--- src/rtl/bfm_pkg.sv ---
// ----------------------------------------------------------------------------
// bfm_pkg
// Types, constants and helpers shared by the mip chain generator.
// ----------------------------------------------------------------------------
package bfm_pkg;

  localparam int CFG_W      = 13;    // width / height register width
  localparam int LEVEL_W    = 4;     // level field and level counters
  localparam int POS_W      = 13;    // internal column / row counters
  localparam int OUT_POS_W  = 12;    // col / row result fields
  localparam int CH_W       = 8;     // one color channel
  localparam int LANE_W     = 10;    // channel lane with headroom for 4-sums
  localparam int MAX_HEIGHT = 4096;

  typedef enum logic [1:0] {
    REG_IMAGE_WIDTH  = 2'd0,
    REG_IMAGE_HEIGHT = 2'd1,
    REG_LEVEL_COUNT  = 2'd2
  } reg_idx_e;

  // lane 0 red, 1 green, 2 blue, 3 alpha
  typedef logic [3:0][LANE_W-1:0] lanes_t;

  typedef struct packed {
    lanes_t           px;
    logic [POS_W-1:0] col;
    logic [POS_W-1:0] row;
  } item_t;

  // clamped geometry; the user must keep it stable while items are in flight (not enforced here)
  typedef struct packed {
    logic [CFG_W-1:0]   w;
    logic [CFG_W-1:0]   h;
    logic [LEVEL_W-1:0] levels;
  } geom_t;

  typedef enum logic [1:0] {
    S_IDLE,
    S_EMIT,
    S_READ
  } back_state_e;

  function automatic lanes_t lane_add(lanes_t a, lanes_t b);
    lanes_t s;
    for (int i = 0; i < 4; i++) begin
      s[i] = a[i] + b[i];
    end
    return s;
  endfunction

  function automatic lanes_t quarter(lanes_t a);
    lanes_t q;
    for (int i = 0; i < 4; i++) begin
      q[i] = {2'b00, a[i][LANE_W-1:2]};
    end
    return q;
  endfunction

endpackage

--- src/rtl/bfm_fifo.sv ---
// ----------------------------------------------------------------------------
// bfm_fifo
// Two-entry queue between the front and the cascade engine.
// ----------------------------------------------------------------------------
module bfm_fifo
  import bfm_pkg::*;
(
  input  logic  clk_i,
  input  logic  rst_ni,
  input  logic  push_valid_i,
  output logic  push_ready_o,
  input  item_t push_data_i,
  output logic  pop_valid_o,
  input  logic  pop_ready_i,
  output item_t pop_data_o
);

  item_t      mem_q [2];
  logic       wr_ptr_q, rd_ptr_q;
  logic [1:0] cnt_q;
  logic       push, pop;

  assign push_ready_o = (cnt_q != 2'd2);
  assign pop_valid_o  = (cnt_q != 2'd0);
  assign pop_data_o   = mem_q[rd_ptr_q];
  assign push = push_valid_i && push_ready_o;
  assign pop  = pop_valid_o && pop_ready_i;

  always_ff @(posedge clk_i) begin
    if (push) begin
      mem_q[wr_ptr_q] <= push_data_i;
    end
  end

  always_ff @(posedge clk_i or negedge rst_ni) begin
    if (!rst_ni) begin
      wr_ptr_q <= 1'b0;
      rd_ptr_q <= 1'b0;
      cnt_q    <= 2'd0;
    end else begin
      if (push) wr_ptr_q <= ~wr_ptr_q;
      if (pop)  rd_ptr_q <= ~rd_ptr_q;
      cnt_q <= cnt_q + {1'b0, push} - {1'b0, pop};
    end
  end

endmodule

--- config.mk ---
export PLATFORM = sky130hd
export DESIGN_NAME = bfm_fifo
export DESIGN_NICKNAME = d
export VERILOG_FILES = /design/src/rtl/bfm_pkg.sv /design/src/rtl/bfm_fifo.sv
export SDC_FILE = /design/constraint.sdc
export NUM_CORES = 1
export LEC_CHECK = 0
export BUFFER_PORTS_ARGS = -buffer_cell sky130_fd_sc_hd__buf_4
export CAP_MARGIN = 10
export CELL_PAD_IN_SITES_DETAIL_PLACEMENT = 1
export CELL_PAD_IN_SITES_GLOBAL_PLACEMENT = 2
export CORE_ASPECT_RATIO = 0.6
export CORE_UTILIZATION = 34
export CTS_CLUSTER_SIZE = 8
export DETAILED_ROUTE_END_ITERATION = 10
export PLACE_DENSITY_LB_ADDON = 0.1
export SYNTH_ARGS = -nofsm -noshare
export SYNTH_HDL_FRONTEND = slang
export SYNTH_SLANG_ARGS = --single-unit
--- constraint.sdc ---
create_clock -name clk_i -period 3.7 [get_ports clk_i]
set_clock_uncertainty 0.05 [all_clocks]
set_input_delay 0.37 -clock clk_i [delete_from_list [all_inputs] [get_ports clk_i]]
set_output_delay 0.37 -clock clk_i [all_outputs]
set_load 0.01 [all_outputs]
==> results.md, run 1 <==
- Traced cell by cell, the critical path runs through buf_12 -> mux2_2 -> buf_4.
- The fraction of the cycle the final worst path needs is 0.668.
- The synthesized instance count is 222.
- Setup violations remaining at the end of the flow were counted as 0.
- The compound-gate portion of the synthesized area was 0.
- The critical path is of the reg -> out type.
- The slowest library cell on the worst path is sky130_fd_sc_hd__dfrtp_4.
- The via density per instance is 4.38.
- Row generation in the floorplan step produced 34 rows.
- In this run the power spent charging and discharging nets is 1.57 mW.
- VDD sags by at most 0.000310 V.
- The topmost layer with routed signal wires is met4.
- The clock network fraction of design power is 0.314.
- The final routed wire length divided by cell count is 17.4 um.
- The highest fanout seen on the critical path is 44.
- TritonCTS built the clock tree.
- Measured along the y axis, the die boundary spans 96.6 um.
- After synthesis, the largest family of logic cells by area is multiplexers.
- The power per standard cell area is 834 mW/mm^2.
- The core box area is 0.0145 sq mm.
- After layout, the worst setup slack is 1230 ps.
- The clock latency of the later-clocked register in the worst-skew pair is 410 ps.
- The hold violation total from the final report came to 0.
- The TritonCTS buffer count is 17.
- The number of global-route vias before repair is 2,838.
- Of the total power, combinational logic draws 0.295.
- The share of the yosys chip area belonging to registers is 0.801.
- The first global-routing pass estimated 15,700 um of wire.
- Yosys mapped the design onto 17 distinct sky130hd cell types.
- The minimum clock period after layout is 2470 ps.
- The fraction of final layout cells with drive strength greater than 1 is 0.614.
- The average cell area after synthesis is 22.8 sq um.
- The total number of vias is 2,560.
- Wires add up to 10,100 um.
- The critical path data arrival time is 2050 ps.
- The sequential share of power is 0.391.
- For this run, the slowest stage of the critical path takes 720 ps.
- The run finished with clean final reports.
- On the critical path the largest part of the delay comes from flip-flops.
- For this run the aggregate overflow at the end of global routing stands at 0.
- The clock transition at the registers of the reported paths is 60 ps.
- The initial cell density of the core is 0.350.
- Input and output buffers added on the ports amount to 137.
- CTS built an H-tree with a depth of 4.
- The filler cell count is 1,365.
- The number of antenna violations at the first check in global routing is 0.
- For the worst setup path, the data required time is 3280 ps.
- The total stage count of the critical path is 3.
- The achievable clock frequency is 405 MHz.
- The number of DRC markers in iteration 0 is 110.
- For this run, the post-layout net count is 446.
- The multiplexer fraction of the synthesized cell area is 0.169.
- The final weighted congestion in routability-driven placement is 0.685.
- The library cells used most frequently in the layout, excluding fill and tap cells, are sky130_fd_sc_hd__buf_4, sky130_fd_sc_hd__edfxtp_1, sky130_fd_sc_hd__mux2_2, sky130_fd_sc_hd__mux2_4, sky130_fd_sc_hd__clkbuf_16.
- The multi-input logic area is 961 sq um.
- In this run the horizontal extent of the chip is 160 um.
- The cell type contributing the most total cell area after synthesis is sky130_fd_sc_hd__edfxtp_1.
- The path class of the tightest hold or removal check is in -> reg.
- Of the total synthesized cell area, the portion taken by full adders, half adders and majority gates is 0.00493.
- The first detailed-routing pass ran for 4 iterations.
- The number of primary I/O pins is 138.
- The internal portion of total power is 4.25 mW.
- The synthesized cell area is 0.00507 sq mm.
- Setup repair after global routing left no endpoint under its margin.
- The die footprint is 0.0154 sq mm.
- The leakage power figure is 2.69 nW.
- The total length of routed met2 wires is 4500 um.
- The total DRC errors in the routed layout is 0.
- The final antenna-violating net count is 0.
- The area of all sequential standard cells is 0.00407 sq mm.
- Of the total power, the share spent switching nets is 0.270.
- The worst setup path is launched from a register.
- The worst-case headroom to the max-slew limit is 0.362.
- The synthesized-area fraction occupied by xor and xnor cells is 0.00691.
- The buffer cell driving the clock tree root is sky130_fd_sc_hd__clkbuf_16.
- Together, buffers and inverters on the worst path number 2.
- The share of synthesized cell area in and, or, nand and nor gates is 0.00641.
- Yosys attributes the largest share of cell area to sky130_fd_sc_hd__edfxtp_1, sky130_fd_sc_hd__mux2_4, sky130_fd_sc_hd__mux2_2, sky130_fd_sc_hd__dfrtp_1, sky130_fd_sc_hd__buf_6.
- The met1 routed wirelength after detailed routing is 4530 um.
- The post-synthesis to final-layout area growth is 37.6%.
- Synthesis produced a netlist with a net count of 294.
- The tree built by TritonCTS fans out to 136 sinks.
- The setup slack after placement is 1630 ps.
- After detailed routing, the met3 layer carries 999 um of wire.
- The number of synthesis warnings is 0.
- The fraction of post-synthesis cell area in the top cell type by area is 0.781.
- The maximum root-to-sink buffer count is 2.
- Detailed placement finished with a half-perimeter wire length of 6260 um.
- At the pin with the least slew margin, the transition time is 958 ps.
- The global-route usage over all layers is 0.140.
- The count of maximum capacitance violations is 0.
- In the final timing run, aggregate negative setup slack is 0 ps.
- Along the worst hold path, the cell count comes to 1.
- Counting cells, the worst reg-to-reg path comes to 4.
- Entering global routing, the biggest net connects 67 pins.
- The number of max-slew violations in the final report is 0.
- The count of state elements after synthesis is 136.
- Leaving out fill and tap cells, the most frequent cell in the layout is sky130_fd_sc_hd__buf_4.
- 0 antenna diodes ended up in the layout.
- The total chip power is 5.82 mW.
- The type of element capturing the critical path is an output pin.
==> synth_stat cells <==
| library cell | instances |
|---|---|
| sky130_fd_sc_hd__and2_1 | 1 |
| sky130_fd_sc_hd__and3_1 | 1 |
| sky130_fd_sc_hd__buf_2 | 3 |
| sky130_fd_sc_hd__buf_4 | 1 |
| sky130_fd_sc_hd__buf_6 | 3 |
| sky130_fd_sc_hd__dfrtp_1 | 4 |
| sky130_fd_sc_hd__edfxtp_1 | 132 |
| sky130_fd_sc_hd__ha_1 | 2 |
| sky130_fd_sc_hd__inv_1 | 1 |
| sky130_fd_sc_hd__mux2_2 | 36 |
| sky130_fd_sc_hd__mux2_4 | 30 |
| sky130_fd_sc_hd__nand2_1 | 1 |
| sky130_fd_sc_hd__nand2b_1 | 1 |
| sky130_fd_sc_hd__nor2_1 | 1 |
| sky130_fd_sc_hd__or2_1 | 1 |
| sky130_fd_sc_hd__xnor2_1 | 3 |
| sky130_fd_sc_hd__xor2_1 | 1 |
==> kinds of logic after synthesis <==
group         after synthesis
buf+inv                     8
fa+ha+maj                   2
flops                     136
mux                        66
simple gates                6
xor+xnor                    4
==> power groups by stage <==
| stage | sequential, mW | combinational, mW | clock [mW] |
|---|---|---|---|
| 6_report | 2.28 | 1.72 | 1.83 |
| 5_1_grt | 2.31 | 1.85 | 1.94 |
| 4_1_cts | 2.29 | 1.77 | 1.86 |
| 3_5_place_dp | 2.32 | 1.76 | 0 |
| 3_3_place_gp | 2.30 | 1.75 | 0 |
| 2_1_floorplan | 2.22 | 1.07 | 0 |
==> stage by stage <==
step | utilization | instance area, sq um | hold WS, ps | std cells
2_1_floorplan | - | 5070 | 24.4 | 222
3_3_place_gp | 0.437 | 6340 | 126 | 552
3_5_place_dp | 0.437 | 6340 | 127 | 552
4_1_cts | 0.481 | 6980 | 71.0 | 584
5_1_grt | 0.481 | 6980 | 62.4 | 584
6_report | 0.481 | 6980 | 87.0 | 584
==> metal layers <==
layer,vias to the layer above,global-route usage
li1,1180,-
met2,98,0.201
met4,0,0.0555
met5,-,0
met3,9,0.0776
met1,1273,0.174
==> layout make-up <==
cell class	instances	area share
Clock buffer	19	0.0620
Multi-Input combinational cell	78	0.138
Tap cell	198	0.0355
Inverter	1	0.000538
Clock inverter	12	0.0289
Sequential cell	136	0.583
Timing Repair Buffer	140	0.153
==> final timing paths <==
path,slack [ps],endpoint,from
worst min register to register,470,cnt_q[0],cnt_q[0]
worst min-delay path,90,mem_q[1][62],push_data_i[62]
worst max-delay path,1230,pop_data_o[13],rd_ptr_q
worst max register to register,1710,mem_q[0][58],cnt_q[1]
max in group asynchronous,3210,rd_ptr_q,rst_ni
min in group asynchronous,270,rd_ptr_q,rst_ni
==> flip-flops by register name (all words and copies together), names as in the netlist <==
register,count
mem_q,132
cnt_q,2
rd_ptr_q,1
wr_ptr_q,1
==> what timing repair did <==
| item | 4_1_cts | 5_1_grt |
|---|---|---|
| endpoints found under the setup margin | 0 | 0 |
| hold buffers | 1 | 0 |
| hold endpoints to repair | 4 | 0 |
| setup buffers | 0 | 0 |
| resized for setup | 0 | 0 |
No activity file was read; power rests on OpenSTA's default activity.
==> inputs of run 2 (changes only) <==
--- a/config.mk
+++ b/config.mk
@@ -10,7 +10,7 @@
 export CELL_PAD_IN_SITES_DETAIL_PLACEMENT = 1
 export CELL_PAD_IN_SITES_GLOBAL_PLACEMENT = 2
 export CORE_ASPECT_RATIO = 0.6
-export CORE_UTILIZATION = 34
+export CORE_UTILIZATION = 38
 export CTS_CLUSTER_SIZE = 8
 export DETAILED_ROUTE_END_ITERATION = 10
 export PLACE_DENSITY_LB_ADDON = 0.1
==> constraint.sdc (replaced) <==
create_clock -name clk_i -period 2.45 [get_ports clk_i]
set_clock_uncertainty 0.05 [all_clocks]
set_input_delay 0.245 -clock clk_i [delete_from_list [all_inputs] [get_ports clk_i]]
set_output_delay 0.245 -clock clk_i [all_outputs]
set_load 0.01 [all_outputs]
==> run 2 against run 1 <==
  * Utilization grew 11 points
  * Wire length up 1.5%
  * Global-route usage up 2.1 points
  * Register-to-register slack got worse by 1000 ps
  * Worst setup slack got worse by 1100 ps
  * Final cell count is 7.4% higher
  * Total power grew 50%
  * Critical path depth stayed put
  * Largest power group unchanged
==> results.md, run 2 (synthesis results as in run 1) <==
- STA classifies the critical path endpoint as an output pin.
- The fraction of the cycle the final worst path needs is 0.942.
- Compared with the post-synthesis result, the final layout area differs by 50.3%.
- The global-route usage over all layers is 0.160 (+0.0205).
- The final wirelength is 10,300 um (+1.5%).
- The number of primary I/O pins came to 138 (unchanged).
- In this run the critical register-to-register path is captured at cnt_q[1].
- The number of setup violations in the final report came to 0 (unchanged).
- The final total negative setup slack came to 0 ps (unchanged).
- The via density per instance is 4.46 (+1.7%).
- The count of maximum capacitance violations is 0 (unchanged).
- The internal portion of total power is 6.33 mW (+49%).
- The flow ran to the end, and the final reports show no timing, DRC or antenna violations.
- The data required time of the worst path is 2150 ps (-1130 ps).
- The pin count of the biggest net entering global routing is 39 (-42%).
- The maximum ir drop on the vdd rail is 0.000579 V (+87%).
- The net load switching power is 2.41 mW (+53%).
- The library cell used most frequently in the layout, excluding fill and tap cells, is sky130_fd_sc_hd__buf_4.
- The termination of the worst setup path is pop_data_o[0].
- The number of global-route vias before repair is 3,093 (+9.0%).
- The number of flip-flops in the largest register is 132 (unchanged).
- The worst setup path is of the reg -> out kind.
- The hold violation total from the final report came to 0 (unchanged).
- The critical path data arrival time is 2010 ps (-40 ps).
- The fraction of final layout cells with drive strength greater than 1 came to 0.532 (-0.0823).
- The total number of vias came to 2,795 (+9.2%).
- The quantity of I/O buffers inserted on ports came to 137 (unchanged).
- The number of rows created at floorplan came to 32 (-5.9%).
- The initial cell density of the core came to 0.392 (+0.0426).
- The H-tree depth is 4 (unchanged).
- The number of clock sinks is 136 (unchanged).
- The reg-to-reg setup timing slack came to 670 ps (-1040 ps).
- In this run the worst setup path begins at rd_ptr_q.
- The worst path needs 2310 ps of the cycle, external delays included.
- The kind of start point of the critical path is a register.
- The sequential share of power is 0.394 (+0.003).
- The horizontal extent of the die is 151 um (-5.3%).
- The final antenna-violating net count was 0 (unchanged).
- The clock latency of the later-clocked register in the worst-skew pair is 400 ps (about the same).
- The final weighted congestion in routability-driven placement is 0.651 (-5.1%).
- Setup repair after global routing left no endpoint under its margin.
- The worst hold path belongs to the class in -> async.
- The logic depth of the worst register-to-register path is 7 (+3).
- The clock network fraction of design power is 0.294 (-0.020).
- TritonCTS built the clock tree.
- Static timing analysis puts the maximum clock frequency at 433 MHz.
- The leakage power figure is 2.98 nW (+11%).
- The wire length of the first global-routing pass is 16,000 um (+2.3%).
- The core box area was 0.0129 sq mm (-11%).
- The total half-perimeter wirelength after legalization and detailed placement is 6340 um (+1.3%).
- The number of max-slew violations in the final report is 0 (unchanged).
- The worst-case headroom to the max-slew limit was 0.634 (+0.272).
- The clock transition at the registers of the reported paths is 60 ps (about the same).
- The actual slew at the worst max-slew pin came to 550 ps (-408 ps).
- The maximum root-to-sink buffer count is 2 (unchanged).
- In the layout the commonest cells are sky130_fd_sc_hd__buf_4, sky130_fd_sc_hd__edfxtp_1, sky130_fd_sc_hd__dlygate4sd3_1, sky130_fd_sc_hd__mux2_2, sky130_fd_sc_hd__mux2_4.
- The TritonCTS buffer count was 17 (unchanged).
- The power per standard cell area is 1150 mW/mm^2 (+37%).
- The die footprint is 0.0138 sq mm (-10%).
- In this run the clock root is driven by a sky130_fd_sc_hd__clkbuf_16.
- The share of power burned in combinational logic is 0.312 (+0.017).
- The largest registers in the layout are mem_q x132, cnt_q x2.
- The count of TritonRoute iterations in the first routing pass was 3 (-1).
- The post-cts gate resize count was 0 (unchanged).
- The highest fanout seen on the critical path is 36 (-18%).
- The final net count was 516 (+16%).
- The total DRC errors in the routed layout is 0 (unchanged).
- The vertical extent of the die came to 91.5 um (-5.3%).
- The largest register by flop count is mem_q.
- The total congestion overflow after global routing came to 0 (unchanged).
- The number of diodes added for antenna fixing is 0 (unchanged).
- The number of antenna violations at the first check in global routing is 0 (unchanged).
- The number of DRC markers in iteration 0 is 69 (-37%).
- The final routed wire length divided by cell count is 16.4 um (-5.5%).
- The fraction of power spent switching nets is 0.276 (+0.00534).
- The worst register-to-register path begins at cnt_q[1].
- The minimum hold slack was 127 ps (+39.6 ps).
## run 2: cell count changes in the layout (fill, tap and decap cells not counted), sizes merged
| cell | change |
|---|---|
| dlygate4sd3 | +66 |
| buf | +4 |
| clkinv | +3 |
| bufinv | -2 |
| clkbuf | -2 |
| inv | +2 |
## run 2: how the worst min path moves through the flow
stage,from,endpoint,slack [ps],cells after the start
final,rst_ni,wr_ptr_q,130,2
after global routing,rst_ni,wr_ptr_q,110,2
after CTS,rst_ni,wr_ptr_q,120,2
after detailed placement,rst_ni,wr_ptr_q,-4,1
after global placement,rst_ni,wr_ptr_q,-3,1
after floorplan,rst_ni,cnt_q[0],-100,0
## run 2: worst max-delay path, stage by stage (launching register included)
cell and delay, ps:
sky130_fd_sc_hd__dfrtp_4 780, sky130_fd_sc_hd__buf_4 320, sky130_fd_sc_hd__mux2_2 350, sky130_fd_sc_hd__buf_4 140
## run 2: area by class of cell
| type | count | area [sq um] |
|---|---|---|
| tap | 170 | 213 |
| inverter | 1 | 3.75 |
| sequential | 136 | 4070 |
| fill | 1193 | 5310 |
| timing repair buffer | 210 | 1780 |
| clock buffer | 17 | 425 |
| multi-input combinational | 78 | 957 |
| clock inverter | 15 | 176 |
## run 2: routing by layer
metal  vias up  GRT usage  wire [um]
met5         -          0          0
met4         0     0.0600        125
met3        10     0.0648        641
met2        79      0.263       5120
met1      1383      0.188       4410
li1       1323          -          -
## run 2: power groups by stage
stage	Sequential, mW	Combinational [mW]	Clock (mW)
after global placement	3.47	2.67	0
after floorplan	3.33	1.62	0
after detailed placement	3.50	2.68	0
after global routing	3.51	2.93	2.73
after CTS	3.46	2.79	2.62
final	3.44	2.73	2.57
## run 2: timing repair
item,in CTS,in global routing
hold buffers,67,0
buffers inserted,0,0
endpoints found under the hold margin,136,0
## run 2: metrics by stage
step / cell area (sq um) / power, mW / instances / util / worst slack [ps]
finish: 7620 / 8.73 / 627 / 0.590 / 142
detailed placement: 6350 / 6.19 / 528 / 0.491 / 531
global route: 7620 / 9.17 / 627 / 0.590 / 37.0
floorplan: 5080 / 4.95 / 222 / - / 314
CTS: 7620 / 8.87 / 627 / 0.590 / 86.2
global placement: 6350 / 6.14 / 528 / 0.491 / 540
